**src/rtl/core/md5sh_pkg.sv**
```systemverilog
// Package for the streaming MD5 hasher: state and block kind types,
// controller/datapath command and status structs, round tables and helpers.
// No dependencies.
`timescale 1ns / 1ps
`default_nettype none
package md5sh_pkg;

  localparam int unsigned BLOCK_BYTES = 64;
  localparam int unsigned WORD_LANES  = 4;
  localparam int unsigned BLOCK_WORDS = BLOCK_BYTES / WORD_LANES;
  localparam int unsigned POS_W       = $clog2(BLOCK_BYTES);
  localparam int unsigned WADDR_W     = $clog2(BLOCK_WORDS);
  localparam int unsigned ROUND_W     = 6;

  localparam logic [ROUND_W-1:0] LAST_ROUND = 6'd63;
  localparam logic [1:0]         LAST_WORD  = 2'd3;
  localparam logic [POS_W-1:0]   POS_LAST   = 6'd63;
  localparam logic [POS_W-1:0]   POS_NO_LEN = 6'd56;
  localparam logic [7:0]         PAD_BYTE   = 8'h80;
  localparam logic               MODE_BYTE  = 1'b0;
  localparam logic               MODE_FINISH = 1'b1;
  localparam logic [WADDR_W-1:0] LEN_LO_WORD = 4'd14;
  localparam logic [WADDR_W-1:0] LEN_HI_WORD = 4'd15;

  localparam logic [31:0] CHAIN_IV [4] = '{
    32'h67452301, 32'hefcdab89, 32'h98badcfe, 32'h10325476
  };

  localparam logic [31:0] SINE_TAB [64] = '{
    32'hd76aa478, 32'he8c7b756, 32'h242070db, 32'hc1bdceee,
    32'hf57c0faf, 32'h4787c62a, 32'ha8304613, 32'hfd469501,
    32'h698098d8, 32'h8b44f7af, 32'hffff5bb1, 32'h895cd7be,
    32'h6b901122, 32'hfd987193, 32'ha679438e, 32'h49b40821,
    32'hf61e2562, 32'hc040b340, 32'h265e5a51, 32'he9b6c7aa,
    32'hd62f105d, 32'h02441453, 32'hd8a1e681, 32'he7d3fbc8,
    32'h21e1cde6, 32'hc33707d6, 32'hf4d50d87, 32'h455a14ed,
    32'ha9e3e905, 32'hfcefa3f8, 32'h676f02d9, 32'h8d2a4c8a,
    32'hfffa3942, 32'h8771f681, 32'h6d9d6122, 32'hfde5380c,
    32'ha4beea44, 32'h4bdecfa9, 32'hf6bb4b60, 32'hbebfbc70,
    32'h289b7ec6, 32'heaa127fa, 32'hd4ef3085, 32'h04881d05,
    32'hd9d4d039, 32'he6db99e5, 32'h1fa27cf8, 32'hc4ac5665,
    32'hf4292244, 32'h432aff97, 32'hab9423a7, 32'hfc93a039,
    32'h655b59c3, 32'h8f0ccc92, 32'hffeff47d, 32'h85845dd1,
    32'h6fa87e4f, 32'hfe2ce6e0, 32'ha3014314, 32'h4e0811a1,
    32'hf7537e82, 32'hbd3af235, 32'h2ad7d2bb, 32'heb86d391
  };

  localparam logic [4:0] ROT_TAB [16] = '{
    5'd7, 5'd12, 5'd17, 5'd22, 5'd5, 5'd9, 5'd14, 5'd20,
    5'd4, 5'd11, 5'd16, 5'd23, 5'd6, 5'd10, 5'd15, 5'd21
  };

  typedef enum logic [2:0] {
    ST_IDLE,
    ST_LOAD,
    ST_ROUND,
    ST_FOLD,
    ST_OUT
  } state_t;

  typedef enum logic [1:0] {
    KIND_DATA,
    KIND_PAD,
    KIND_PAD_LEN,
    KIND_LEN
  } kind_t;

  typedef struct packed {
    logic               wr_byte;
    logic               blk_start;
    logic               rd_en;
    logic [ROUND_W-1:0] rd_round;
    logic               round_en;
    logic [ROUND_W-1:0] round;
    logic               fold;
    logic               reinit;
    kind_t              kind;
    logic [1:0]         out_sel;
  } cmd_t;

  typedef struct packed {
    logic pos_last;
    logic pos_hi;
  } status_t;

  function automatic logic [WADDR_W-1:0] md5_g(input logic [ROUND_W-1:0] r);
    logic [WADDR_W-1:0] lo;
    logic [WADDR_W-1:0] g;
    lo = r[3:0];
    case (r[5:4])
      2'd0:    g = lo;
      2'd1:    g = 4'(lo * 4'd5 + 4'd1);
      2'd2:    g = 4'(lo * 4'd3 + 4'd5);
      default: g = 4'(lo * 4'd7);
    endcase
    return g;
  endfunction

  function automatic logic [31:0] md5_f(input logic [1:0] grp, input logic [31:0] b,
                                        input logic [31:0] c, input logic [31:0] d);
    logic [31:0] f;
    case (grp)
      2'd0:    f = (b & c) | (~b & d);
      2'd1:    f = (d & b) | (~d & c);
      2'd2:    f = b ^ c ^ d;
      default: f = c ^ (b | ~d);
    endcase
    return f;
  endfunction

  function automatic logic [31:0] rotl32(input logic [31:0] v, input logic [4:0] s);
    logic [5:0] rs;
    rs = 6'd32 - {1'b0, s};
    return (v << s) | (v >> rs);
  endfunction

endpackage
`default_nettype wire

```
**src/rtl/core/md5_stream_hasher_unit.sv**
```systemverilog
// Top level of the streaming MD5 hasher: joins the controller and datapath.
// Depends on md5sh_pkg, md5sh_ctrl, md5sh_dpath and md5sh_ram.
//
// Input channel: each item carries one message byte (tuser mode low) or a
// finish request (tuser mode high, data ignored). Bytes are taken one per
// cycle while the block is idle. When a 64-byte block fills, the block stops
// taking items while it runs a load step, 64 rounds on the single round
// unit, and a fold of the result into the chaining words; bytes of the next
// block are thus not taken until the current block has been folded.
// A finish item runs one padded block, or two when fewer than nine bytes of
// the current block are free, and then offers the four digest words A to D
// on the output channel, one per cycle while the receiver accepts them, the
// last with tlast set. No input item is taken until the receiver has
// accepted all four words; a stalled receiver simply holds the current word
// in place. After the fourth word the chaining words and byte count return
// to their initial values. Reset (rst_n low, synchronous) does the same and
// leaves the block idle with no result pending; no clearing pass is needed.
`timescale 1ns / 1ps
`default_nettype none
module md5_stream_hasher_unit
  import md5sh_pkg::*;
(
  input  wire logic        clk,
  input  wire logic        rst_n,
  input  wire logic        in_tvalid,
  output logic             in_tready,
  input  wire logic [7:0]  in_tdata,   // [7:0] data_byte
  input  wire logic [0:0]  in_tuser,   // [0] mode
  output logic             out_tvalid,
  input  wire logic        out_tready,
  output logic [31:0]      out_tdata,  // [31:0] digest_word
  output logic [1:0]       out_tuser,  // [1:0] word_index
  output logic             out_tlast
);

  cmd_t    cmd;
  status_t status;

  md5sh_ctrl u_ctrl (
    .clk       (clk),
    .rst_n     (rst_n),
    .in_tvalid (in_tvalid),
    .in_tready (in_tready),
    .in_mode   (in_tuser[0]),
    .out_tvalid(out_tvalid),
    .out_tready(out_tready),
    .out_tlast (out_tlast),
    .out_index (out_tuser),
    .status    (status),
    .cmd       (cmd)
  );

  md5sh_dpath u_dpath (
    .clk        (clk),
    .rst_n      (rst_n),
    .in_byte    (in_tdata),
    .cmd        (cmd),
    .status     (status),
    .digest_word(out_tdata)
  );

endmodule
`default_nettype wire

```
**src/rtl/core/md5sh_ram.sv**
```systemverilog
// Generic single-port-write, single-port-read RAM with registered read data.
// No dependencies.
`timescale 1ns / 1ps
`default_nettype none
module md5sh_ram #(
  parameter int unsigned WIDTH = 8,
  parameter int unsigned DEPTH = 16
) (
  input  wire logic                     clk,
  input  wire logic                     we,
  input  wire logic [$clog2(DEPTH)-1:0] waddr,
  input  wire logic [WIDTH-1:0]         wdata,
  input  wire logic                     re,
  input  wire logic [$clog2(DEPTH)-1:0] raddr,
  output logic      [WIDTH-1:0]         rdata
);

  logic [WIDTH-1:0] mem [DEPTH];

  always_ff @(posedge clk) begin
    if (we) begin
      mem[waddr] <= wdata;
    end
    if (re) begin
      rdata <= mem[raddr];
    end
  end

endmodule
`default_nettype wire

```
**src/rtl/core/md5sh_dpath.sv**
```systemverilog
// Datapath of the MD5 hasher: block buffer RAM lanes, byte counter, padding
// mask, one compression round per cycle and the chaining words.
// Depends on md5sh_pkg and md5sh_ram.
`timescale 1ns / 1ps
`default_nettype none
module md5sh_dpath
  import md5sh_pkg::*;
(
  input  wire logic       clk,
  input  wire logic       rst_n,
  input  wire logic [7:0] in_byte,
  input  wire cmd_t       cmd,
  output status_t         status,
  output logic [31:0]     digest_word
);

  logic [63:0]        count_r;
  logic [63:0]        count_nxt;
  logic [31:0]        chain_r [4];
  logic [31:0]        a_r, b_r, c_r, d_r;
  logic [WADDR_W-1:0] gw_r;
  logic [7:0]         lane_q [WORD_LANES];
  logic [31:0]        msg_word;
  logic [31:0]        round_sum;
  logic [31:0]        b_new;
  logic [63:0]        bit_len;
  logic [POS_W-1:0]   pos;

  assign pos     = count_r[POS_W-1:0];
  assign bit_len = {count_r[60:0], 3'b000};

  assign status.pos_last = (pos == POS_LAST);
  assign status.pos_hi   = (pos >= POS_NO_LEN);

  for (genvar l = 0; l < WORD_LANES; l++) begin : g_lane
    md5sh_ram #(
      .WIDTH(8),
      .DEPTH(BLOCK_WORDS)
    ) u_lane_ram (
      .clk  (clk),
      .we   (cmd.wr_byte && (pos[1:0] == 2'(l))),
      .waddr(pos[POS_W-1:2]),
      .wdata(in_byte),
      .re   (cmd.rd_en),
      .raddr(md5_g(cmd.rd_round)),
      .rdata(lane_q[l])
    );
  end

  always_comb begin
    logic [POS_W-1:0] idx;
    logic             use_data;
    logic             use_len;
    idx      = '0;
    msg_word = '0;
    use_data = (cmd.kind != KIND_LEN);
    use_len  = (cmd.kind == KIND_PAD_LEN) || (cmd.kind == KIND_LEN);
    for (int l = 0; l < WORD_LANES; l++) begin
      idx = {gw_r, 2'(l)};
      if (cmd.kind == KIND_DATA) begin
        msg_word[8*l +: 8] = lane_q[l];
      end else if (use_data && (idx < pos)) begin
        msg_word[8*l +: 8] = lane_q[l];
      end else if (use_data && (idx == pos)) begin
        msg_word[8*l +: 8] = PAD_BYTE;
      end else begin
        msg_word[8*l +: 8] = 8'h00;
      end
    end
    if (use_len && (gw_r == LEN_LO_WORD)) begin
      msg_word = bit_len[31:0];
    end else if (use_len && (gw_r == LEN_HI_WORD)) begin
      msg_word = bit_len[63:32];
    end
  end

  assign round_sum = a_r + md5_f(cmd.round[5:4], b_r, c_r, d_r) + SINE_TAB[cmd.round]
                     + msg_word;
  assign b_new     = b_r + rotl32(round_sum, ROT_TAB[{cmd.round[5:4], cmd.round[1:0]}]);

  always_comb begin
    count_nxt = count_r;
    if (cmd.reinit) begin
      count_nxt = '0;
    end else if (cmd.wr_byte) begin
      count_nxt = count_r + 64'd1;
    end
  end

  always_ff @(posedge clk) begin
    if (!rst_n) begin
      count_r <= '0;
    end else begin
      count_r <= count_nxt;
    end
  end

  always_ff @(posedge clk) begin
    if (!rst_n || cmd.reinit) begin
      for (int k = 0; k < 4; k++) begin
        chain_r[k] <= CHAIN_IV[k];
      end
    end else if (cmd.fold) begin
      chain_r[0] <= chain_r[0] + a_r;
      chain_r[1] <= chain_r[1] + b_r;
      chain_r[2] <= chain_r[2] + c_r;
      chain_r[3] <= chain_r[3] + d_r;
    end
  end

  always_ff @(posedge clk) begin
    if (cmd.rd_en) begin
      gw_r <= md5_g(cmd.rd_round);
    end
    if (cmd.blk_start) begin
      a_r <= chain_r[0];
      b_r <= chain_r[1];
      c_r <= chain_r[2];
      d_r <= chain_r[3];
    end else if (cmd.round_en) begin
      a_r <= d_r;
      d_r <= c_r;
      c_r <= b_r;
      b_r <= b_new;
    end
  end

  assign digest_word = chain_r[cmd.out_sel];

endmodule
`default_nettype wire

```
**src/rtl/core/md5sh_ctrl.sv**
```systemverilog
// Controller of the MD5 hasher: input and output handshakes, block sequencing
// with padding kinds, round counter and digest word counter.
// Depends on md5sh_pkg.
`timescale 1ns / 1ps
`default_nettype none
module md5sh_ctrl
  import md5sh_pkg::*;
(
  input  wire logic    clk,
  input  wire logic    rst_n,
  input  wire logic    in_tvalid,
  output logic         in_tready,
  input  wire logic    in_mode,
  output logic         out_tvalid,
  input  wire logic    out_tready,
  output logic         out_tlast,
  output logic [1:0]   out_index,
  input  wire status_t status,
  output cmd_t         cmd
);

  state_t             state_r, state_nxt;
  kind_t              kind_r, kind_nxt;
  logic [ROUND_W-1:0] rnd_r, rnd_nxt;
  logic [1:0]         wcnt_r, wcnt_nxt;

  always_comb begin
    state_nxt = state_r;
    unique case (state_r)
      ST_IDLE: begin
        if (in_tvalid && ((in_mode == MODE_FINISH) || status.pos_last)) begin
          state_nxt = ST_LOAD;
        end
      end
      ST_LOAD: begin
        state_nxt = ST_ROUND;
      end
      ST_ROUND: begin
        if (rnd_r == LAST_ROUND) begin
          state_nxt = ST_FOLD;
        end
      end
      ST_FOLD: begin
        unique case (kind_r)
          KIND_DATA: state_nxt = ST_IDLE;
          KIND_PAD:  state_nxt = ST_LOAD;
          default:   state_nxt = ST_OUT;
        endcase
      end
      ST_OUT: begin
        if (out_tready && (wcnt_r == LAST_WORD)) begin
          state_nxt = ST_IDLE;
        end
      end
      default: state_nxt = ST_IDLE;
    endcase
  end

  always_comb begin
    kind_nxt = kind_r;
    rnd_nxt  = rnd_r;
    wcnt_nxt = wcnt_r;
    unique case (state_r)
      ST_IDLE: begin
        if (in_tvalid) begin
          if (in_mode == MODE_BYTE) begin
            kind_nxt = KIND_DATA;
          end else begin
            kind_nxt = status.pos_hi ? KIND_PAD : KIND_PAD_LEN;
          end
        end
      end
      ST_LOAD: begin
        rnd_nxt = '0;
      end
      ST_ROUND: begin
        rnd_nxt = rnd_r + 6'd1;
      end
      ST_FOLD: begin
        wcnt_nxt = '0;
        if (kind_r == KIND_PAD) begin
          kind_nxt = KIND_LEN;
        end
      end
      ST_OUT: begin
        if (out_tready) begin
          wcnt_nxt = wcnt_r + 2'd1;
        end
      end
      default: begin
      end
    endcase
  end

  always_comb begin
    in_tready     = 1'b0;
    out_tvalid    = 1'b0;
    cmd           = '0;
    cmd.kind      = kind_r;
    cmd.round     = rnd_r;
    cmd.out_sel   = wcnt_r;
    unique case (state_r)
      ST_IDLE: begin
        in_tready   = 1'b1;
        cmd.wr_byte = in_tvalid && (in_mode == MODE_BYTE);
      end
      ST_LOAD: begin
        cmd.blk_start = 1'b1;
        cmd.rd_en     = 1'b1;
        cmd.rd_round  = '0;
      end
      ST_ROUND: begin
        cmd.round_en = 1'b1;
        cmd.rd_en    = (rnd_r != LAST_ROUND);
        cmd.rd_round = rnd_r + 6'd1;
      end
      ST_FOLD: begin
        cmd.fold = 1'b1;
      end
      ST_OUT: begin
        out_tvalid = 1'b1;
        cmd.reinit = out_tready && (wcnt_r == LAST_WORD);
      end
      default: begin
      end
    endcase
  end

  assign out_index = wcnt_r;
  assign out_tlast = (wcnt_r == LAST_WORD);

  always_ff @(posedge clk) begin
    if (!rst_n) begin
      state_r <= ST_IDLE;
      kind_r  <= KIND_DATA;
      rnd_r   <= '0;
      wcnt_r  <= '0;
    end else begin
      state_r <= state_nxt;
      kind_r  <= kind_nxt;
      rnd_r   <= rnd_nxt;
      wcnt_r  <= wcnt_nxt;
    end
  end

  a_fold_data_idle: assert property (@(posedge clk) disable iff (!rst_n)
    (state_r == ST_FOLD && kind_r == KIND_DATA) |=> (state_r == ST_IDLE))
    else $error("data block did not return to idle after folding");

  a_load_starts_rounds: assert property (@(posedge clk) disable iff (!rst_n)
    (state_r == ST_LOAD) |=> (state_r == ST_ROUND && rnd_r == '0))
    else $error("rounds did not start at round zero");

  a_no_in_while_out: assert property (@(posedge clk) disable iff (!rst_n)
    !(out_tvalid && in_tready))
    else $error("input accepted while digest words are pending");

  a_last_word_idle: assert property (@(posedge clk) disable iff (!rst_n)
    (out_tvalid && out_tready && out_tlast) |=> (state_r == ST_IDLE))
    else $error("controller did not go idle after the last digest word");

  a_pad_then_len: assert property (@(posedge clk) disable iff (!rst_n)
    (state_r == ST_FOLD && kind_r == KIND_PAD) |=> (state_r == ST_LOAD && kind_r == KIND_LEN))
    else $error("length block did not follow the padding block");

endmodule
`default_nettype wire
```
**config.mk**
```make
export PLATFORM = sky130hd
export DESIGN_NAME = md5_stream_hasher_unit
export DESIGN_NICKNAME = d
export VERILOG_FILES = /design/src/rtl/core/md5sh_pkg.sv /design/src/rtl/core/md5_stream_hasher_unit.sv /design/src/rtl/core/md5sh_ram.sv /design/src/rtl/core/md5sh_dpath.sv /design/src/rtl/core/md5sh_ctrl.sv
export SDC_FILE = /design/constraint.sdc
export NUM_CORES = 2
export LEC_CHECK = 0
export ABC_CLOCK_PERIOD_IN_PS = 14430
export BUFFER_PORTS_ARGS = -buffer_cell sky130_fd_sc_hd__buf_2
export CORE_MARGIN = 1.5
export CORE_UTILIZATION = 55
export CTS_CLUSTER_SIZE = 24
export DETAILED_ROUTE_END_ITERATION = 16
export PLACE_DENSITY = 0.71
export RECOVER_POWER = 50
export SETUP_SLACK_MARGIN = 0.1
export SYNTH_ARGS = -nofsm -noshare
export SYNTH_HDL_FRONTEND = slang
export SYNTH_HIERARCHICAL = 1
export SYNTH_SLANG_ARGS = --single-unit
```
**constraint.sdc**
```tcl
create_clock -name clk -period 14.43 [get_ports clk]
set_input_delay 2.886 -clock clk [delete_from_list [all_inputs] [get_ports clk]]
set_output_delay 2.886 -clock clk [all_outputs]
set_load 0.01 [all_outputs]
```
## After elaboration in Yosys (flattened, before gate mapping)

Memory sizes are Yosys's and may differ from the RTL's. A register that Yosys moved wholly into a read port is not among the register bits.
Index checks and enable logic that the tools add are counted.

- Memory bits (read-only): 2,128
- Output and inout bits: 37
- Bits in registers: 209
- Bits of input ports: 13
- Memories: 7
- Bits in writable memories: 640

Memories:

| memory | depth | bits a word | rd ports | clocked after memory_dff | wr ports | RTL line | source |
|---|---|---|---|---|---|---|---|
| (no name shown) | 64 | 32 | 1 | 0 | 0 | md5sh_dpath.sv:77 | `assign round_sum = a_r + md5_f(cmd.round[5:4], b_r, c_r, d_r) + SINE_TAB[cmd.round]` |
| u_dpath.chain_r | 4 | 32 | 5 | 1 | 4 | md5sh_dpath.sv:19 | `logic [31:0] chain_r [4];` |
| u_dpath.g_lane[0].u_lane_ram.mem | 16 | 8 | 1 | 1 | 1 | md5sh_ram.sv:18 | `logic [WIDTH-1:0] mem [DEPTH];` |
| u_dpath.g_lane[1].u_lane_ram.mem | 16 | 8 | 1 | 1 | 1 | md5sh_ram.sv:18 |  |
| u_dpath.g_lane[2].u_lane_ram.mem | 16 | 8 | 1 | 1 | 1 | md5sh_ram.sv:18 |  |
| u_dpath.g_lane[3].u_lane_ram.mem | 16 | 8 | 1 | 1 | 1 | md5sh_ram.sv:18 |  |
| +1 memories | n/a | n/a | n/a | n/a | n/a | n/a |  |

- Reductions and logical operators: 34
- Add/sub/neg operators: 14
- Shift-type cells: 2
- Multipliers: 3
- $lt $le $gt $ge: 7
- Bitwise operators: 21
- Muxes and demuxes: 68
- Eq/ne operators: 31

Operator list:

| operator | number |
|---|---|
| 2-to-1 mux 32 bit | 16 |
| adder 32 bit | 8 |
| bitwise AND 32 bit | 4 |
| OR 32 bit | 4 |
| 2-to-1 mux 8 bit | 12 |
| case mux 32 bit (3 select lines) | 1 |
| XOR 32 bit | 3 |
| adder 64 x 1 -> 64 bit (second input constant) | 1 |
| inverter 32 bit | 2 |
| left shift 32 x 5 -> 32 bit | 1 |
| right shift 32 x 6 -> 32 bit | 1 |
| equality test 6 bit | 4 |
| less-than comparator 6 bit | 4 |
| 2-to-1 mux 1 bit | 20 |
| logical AND 1 bit | 17 |
| case mux 3 bit (5 select lines) | 1 |
| equality test 2 bit (second input constant) | 7 |
| 2-to-1 mux 2 bit | 7 |
| case mux 7 bit (2 select lines) | 1 |
| equality test 6 bit (second input constant) | 2 |
| case mux 4 bit (3 select lines) | 1 |
| case mux 6 bit (2 select lines) | 1 |
| 2-to-1 mux 5 bit | 2 |
| 2-to-1 mux 3 bit | 3 |
| other kinds (32) | 57 |

## Logic depth before layout (Yosys ltp)

- Depth after elaboration: 13
- Mapped depth: 44

## Modules after synthesis

The synthesis kept the hierarchy.

By module, submodules not included:

| module | times used | area each (sq um) | cells each |
|---|---|---|---|
| md5sh_dpath | 1 | 33,570.9 | 3,991 |
| md5sh_ram | 4 | 5,227.5 | 229 |
| md5sh_ctrl | 1 | 772.0 | 97 |

## Worst setup path before layout

No wires, ideal clock.

- Path kind: register to register
- From: register u_dpath.count_r[3]
- To: register u_dpath.b_r[31], data pin
- Cell stages (with the launch flop): 43
- Path buffers: 2
- Data arrival time: 9.256 ns
- Path slack: 4.914 ns
- Cells stage by stage: dfxtp_1 > inv_1 > ha_1 > and3_1 > nand2_1 > and3_1 > o21ai_0 > o21ai_0 > and2_1 > clkbuf_1 > nand2_1 > o21ai_0 > fa_1 > inv_1 > fa_1 > inv_1 > ha_1 > and4_1 > [7 not listed] > mux4_2 > nor2_1 > a21oi_1 > mux2_2 > o21ai_0 > ha_1 > a211oi_1 > o21ai_0 > a41oi_1 > a21oi_1 > o311ai_0 > a21oi_1 > a41o_1 > o41ai_1 > o21ai_0 > nor2_1 > o21ai_1 > o311a_1

- Word-level cells in the longest chain between the ends: 13
- Elaborated cells on any way between the ends: 37
- Those cells by class: add/sub (2); order compare (4); eq/ne (4); shift (2); mux (16); bitwise (1); reduce/logical (8)

RTL lines:

| element | RTL line | source |
|---|---|---|
| start: declaration | md5sh_dpath.sv:17 | `logic [63:0] count_r;` |
| start signal: assignment | md5sh_dpath.sv:94 | `count_r <= count_nxt;` |
| parallel branches: the longest is 6 deep, another holds less-than comparator 6 bit | n/a |  |
| 2-to-1 mux 32 bit * | md5sh_dpath.sv:70 | `if (use_len && (gw_r == LEN_LO_WORD)) begin` |
| adder 32 bit * | md5sh_dpath.sv:78 | `+ msg_word;` |
| right shift 32 x 6 -> 32 bit or left shift 32 x 5 -> 32 bit (tied branches) | md5sh_pkg.sv:114 | `return (v << s) \| (v >> rs);` |
| OR 32 bit * | md5sh_pkg.sv:114 |  |
| adder 32 bit * | md5sh_dpath.sv:79 | `assign b_new = b_r + rotl32(round_sum, ROT_TAB[{cmd.round[5:4], cmd.round[1:0]}]);` |
| 2-to-1 mux 32 bit * | md5sh_dpath.sv:120 | `end else if (cmd.round_en) begin` |
| 2-to-1 mux 32 bit * | md5sh_dpath.sv:115 | `if (cmd.blk_start) begin` |
| end signal: assignment | md5sh_dpath.sv:117 | `b_r <= chain_r[1];` |
| end signal: assignment | md5sh_dpath.sv:124 | `b_r <= b_new;` |
| end: declaration | md5sh_dpath.sv:20 | `logic [31:0] a_r, b_r, c_r, d_r;` |

Every way passes the cells marked *. The select of a mux whose other input is x is not followed.
A chain may end at the register's enable or synchronous reset.

## Final worst setup path

- From: register u_ctrl.rnd_r[3]
- To: register u_dpath.b_r[31], data pin

- Word-level cells in the longest chain between the ends: 11
- Elaborated cells on any way between the ends: 12
- Those cells by class: add/sub (3); shift (2); mux (4); bitwise (2); memory (1)

RTL lines:

| element | RTL line | source |
|---|---|---|
| start: declaration | md5sh_ctrl.sv:24 | `logic [ROUND_W-1:0] rnd_r, rnd_nxt;` |
| start signal: assignment | md5sh_ctrl.sv:141 | `rnd_r <= rnd_nxt;` |
| inverter 6 -> 7 bit (not written as such) * | md5sh_dpath.sv:77 |  |
| memory read (64 x 32 bit) * | n/a |  |
| 2-to-1 mux 32 bit (not written as such) * (2 in a row) | md5sh_dpath.sv:77 |  |
| adder 32 bit * | md5sh_dpath.sv:77 |  |
| adder 32 bit * | md5sh_dpath.sv:78 |  |
| right shift 32 x 6 -> 32 bit or left shift 32 x 5 -> 32 bit (tied branches) | md5sh_pkg.sv:114 |  |
| OR 32 bit * | md5sh_pkg.sv:114 |  |
| adder 32 bit * | md5sh_dpath.sv:79 |  |
| 2-to-1 mux 32 bit * | md5sh_dpath.sv:120 |  |
| 2-to-1 mux 32 bit * | md5sh_dpath.sv:115 |  |

Every way passes the cells marked *; elsewhere a longest branch is shown, timed or not. The select of a mux whose other input is x is not followed.

==> flow_summary.yaml <==
routing:
  first_iter_violations: 4815
  drc: 0
  drt_pre_antenna_iters: 6
  vias: 41600
  ant_nets: 0
  finalWirelength_mm: 162
  wl_per_cell_um: 25.6
  vias_per_cell: 6.56
critical_path:
  worst-r2r-cell-count: 33
  crit_path_max_incr_delay_ns: 1.76
  r2r_slack_ns: 2.23
  cp-startpoint: "u_ctrl/rnd_r[3]"
  worstSetupEndpointType: "flop"
  arrival_ns: 12.63
  r2r-end: "u_dpath/b_r[31]"
  worstSetupPathType: "reg2reg"
  endpoint: "u_dpath/b_r[31]"
  cpMaxStageDelayCell: "dfxtp_1"
  cp_data_required_time_ns: 14.86
  crit_path_start_kind: "flop"
  r2r_start: "u_ctrl/rnd_r[3]"
  cp_max_fo: 77
sta:
  finalCritPeriodShare_pct: 84.5
  fin_crit_ns: 12.20
  setup_violations: 0
  skew_ns: 0.0647
  rsz0062_at_grt: "no"
  fmax_mhz: 82.0
  drv_slew: 1029
  setup_tns_ns: 0
  worstMarginPinSlew_ns: 4.19
  hold_viol_final: 0
  slew_headroom_pct: -179
job:
  maxCapViolations: 17
synthesis:
  synth_common_cells: "edfxtp_1 (804), nand2_1 (455), nor2_1 (451)"
  synth_async_sr_flop_share_pct: 0
  synth_cell_types: 103
  synth_compound_area_share_pct: 14.9
  synth_top_cell_area_share_pct: 43.7
  yosys_most_used_dff: "edfxtp_1"
  yosysTopAreaCell: "edfxtp_1"
  ys_seq_area_share_pct: 46.4
  synthAdderAreaFrac_pct: 7.94
  synth_edf_count: 804
  synth-simple-area-share_pct: 12.0
  synth_top_family_by_area: "compound AO/OA/AOI/OAI gates"
  syn_area_per_cell_um2: 11.0
  syn_nets: 5323
  synthXorXnorAreaFrac_pct: 4.21
  syn_inst: 5004
  synth.area.mux_share_pct: 11.1
  yosys.cell_count.top_type: "edfxtp_1"
  netlist_area_um2: 55300
  synthTopCellsByArea: "edfxtp_1 (44%), ha_1 (5.3%), mux4_2 (4.6%), o21ai_0 (3.3%), nand2_1 (3.1%)"
  ys_warn_count: 6
  synth_seq_cells: 878
placed_design:
  dp_hpwl_mm: 114
  placed_area_um2: 56600
  dp.cells: 6174
  place.gp.congestion: 0.998
  portBuffers: 49
grt:
  grt_pass1_wl_mm: 244
  grt_pass1_vias: 39800
  grt_max_degree: 96
  grt_usage_pct: 31.3
  grt-ovfl-total: 0
  antenna_found_initial: 1
cells_and_area:
  antenna_cells: 0
  design_area_um2: 59600
  final_cells: 6342
  syn2layout_area_growth_pct: 7.95
  final_nets: 5289
  drive_gt1_share_pct: 10.7
floorplanning:
  die_w_um: 320
  design.portCount: 50
  die_y_um: 320
  dieArea_um2: 102000
  rows: 116
  coreArea_um2: 99900
  start_util_pct: 55.3
cts:
  clock_latency_ns: 0.71
  path_clk_slew_ns: 0.06
  numCtsBuffers: 92
  cts_tree: "yes"
  clock-sinks: 878
  post_cts_resized: 0
  cts_setup_buffers: 0
  cts-hold-fix-buffers: 0
  root_buffer: "clkbuf_16"
  cts_buffer_depth: 3
  htreeDepth: 3
outcome:
  violations: "max-capacitance violations, max-slew violations"
  status: "finished with violations"
worst_hold_path:
  min_path_type: "reg2reg"
-- final cells by class --
class                           count  area (um^2)
Clock buffer                      113         2410
Inverter                          213          801
Timing Repair Buffer              119          737
Sequential cell                   878        25600
Fill cell                        8091        40200
Clock inverter                     55          656
Multi-Input combinational cell   3666        27800
Tap cell                         1298         1620
-- through the flow --
| stage | hold slack (ns) | setup slack [ns] | utilization (%) |
|---|---|---|---|
| finish | 0.487 | 2.23 | 59.7 |
| global route | 0.524 | 1.33 | 59.7 |
| detailed placement | 0.476 | 3.21 | 56.7 |
| global placement | 0.477 | 3.35 | 56.7 |
| floorplan | 0.467 | 4.91 | - |
| CTS | 0.487 | 3.09 | 59.8 |
-- layer usage --
metal | part of all wire (%) | wire length (um) | up-vias | track usage (%)
met5 | 0.0080 | 13 | - | 0
met4 | 5.3 | 8620 | 2 | 15.1
met3 | 7.2 | 11700 | 372 | 3.94
met2 | 47 | 76000 | 1985 | 50.6
met1 | 41 | 66100 | 20400 | 42.0
li1 | - | - | 18900 | -
-- cell usage in the layout, fill, tap and decap left out, drive strengths merged, types with 96 or more instances in the layout --
cell type / Yosys / final
edfxtp: 804 / 804
buf: 70 / 100
nor2: 451 / 451
mux2: 108 / 108
nand2: 455 / 455
xnor2: 157 / 157
xor2: 107 / 107
a21oi: 309 / 309
clkbuf: 165 / 132
o21ai: 369 / 369
ha: 233 / 233
inv: 209 / 210
nor3: 106 / 106
nand3: 96 / 96
mux4: 170 / 170
-- worst max-delay path: cells and delay by family, from the launching register on --
kind,cells,cell delay (ns)
AND/OR/NAND/NOR,5,0.76
XOR/XNOR,1,0.34
multiplexers,2,0.71
adder cells (fa/ha/maj),3,1.17
AO/OA/AOI/OAI,20,6.25
flip-flops,1,1.76
buffers and inverters,2,0.91
-- cells by family after synthesis --
family	after synthesis
AND/OR/NAND/NOR	1436
multiplexers	365
adder cells (fa/ha/maj)	307
XOR/XNOR	264
AO/OA/AOI/OAI	1294
flip-flops	878
buffers and inverters	460
-- how the worst min path moves through the flow --
stage / startpoint / end / depth (start not counted)
after global placement: u_ctrl/out_index[1] / u_ctrl/out_index[1] / 2
after detailed placement: u_ctrl/out_index[1] / u_ctrl/out_index[1] / 2
final: u_ctrl/out_index[1] / u_ctrl/out_index[1] / 2
after global routing: u_dpath/count_r[16] / u_dpath/count_r[16] / 2
after CTS: u_ctrl/out_index[1] / u_ctrl/out_index[1] / 2
after floorplan: u_dpath/count_r[29] / u_dpath/count_r[29] / 2
-- state kept, by name, indices dropped and copies added (netlist names) --
signal                           count
u_ctrl/kind_r                        2
u_ctrl/out_index                     2
u_ctrl/rnd_r                         6
u_ctrl/state_r                       3
u_dpath/a_r                         32
u_dpath/b_r                         32
u_dpath/c_r                         32
u_dpath/chain_r                    128
u_dpath/count_r                     61
u_dpath/d_r                         32
u_dpath/g_lane.u_lane_ram/mem      512
u_dpath/g_lane.u_lane_ram/rdata     32
u_dpath/gw_r                         4
Power is not shown: default switching activity piles up to over one toggle a cycle in this logic, so the estimate is an artifact.
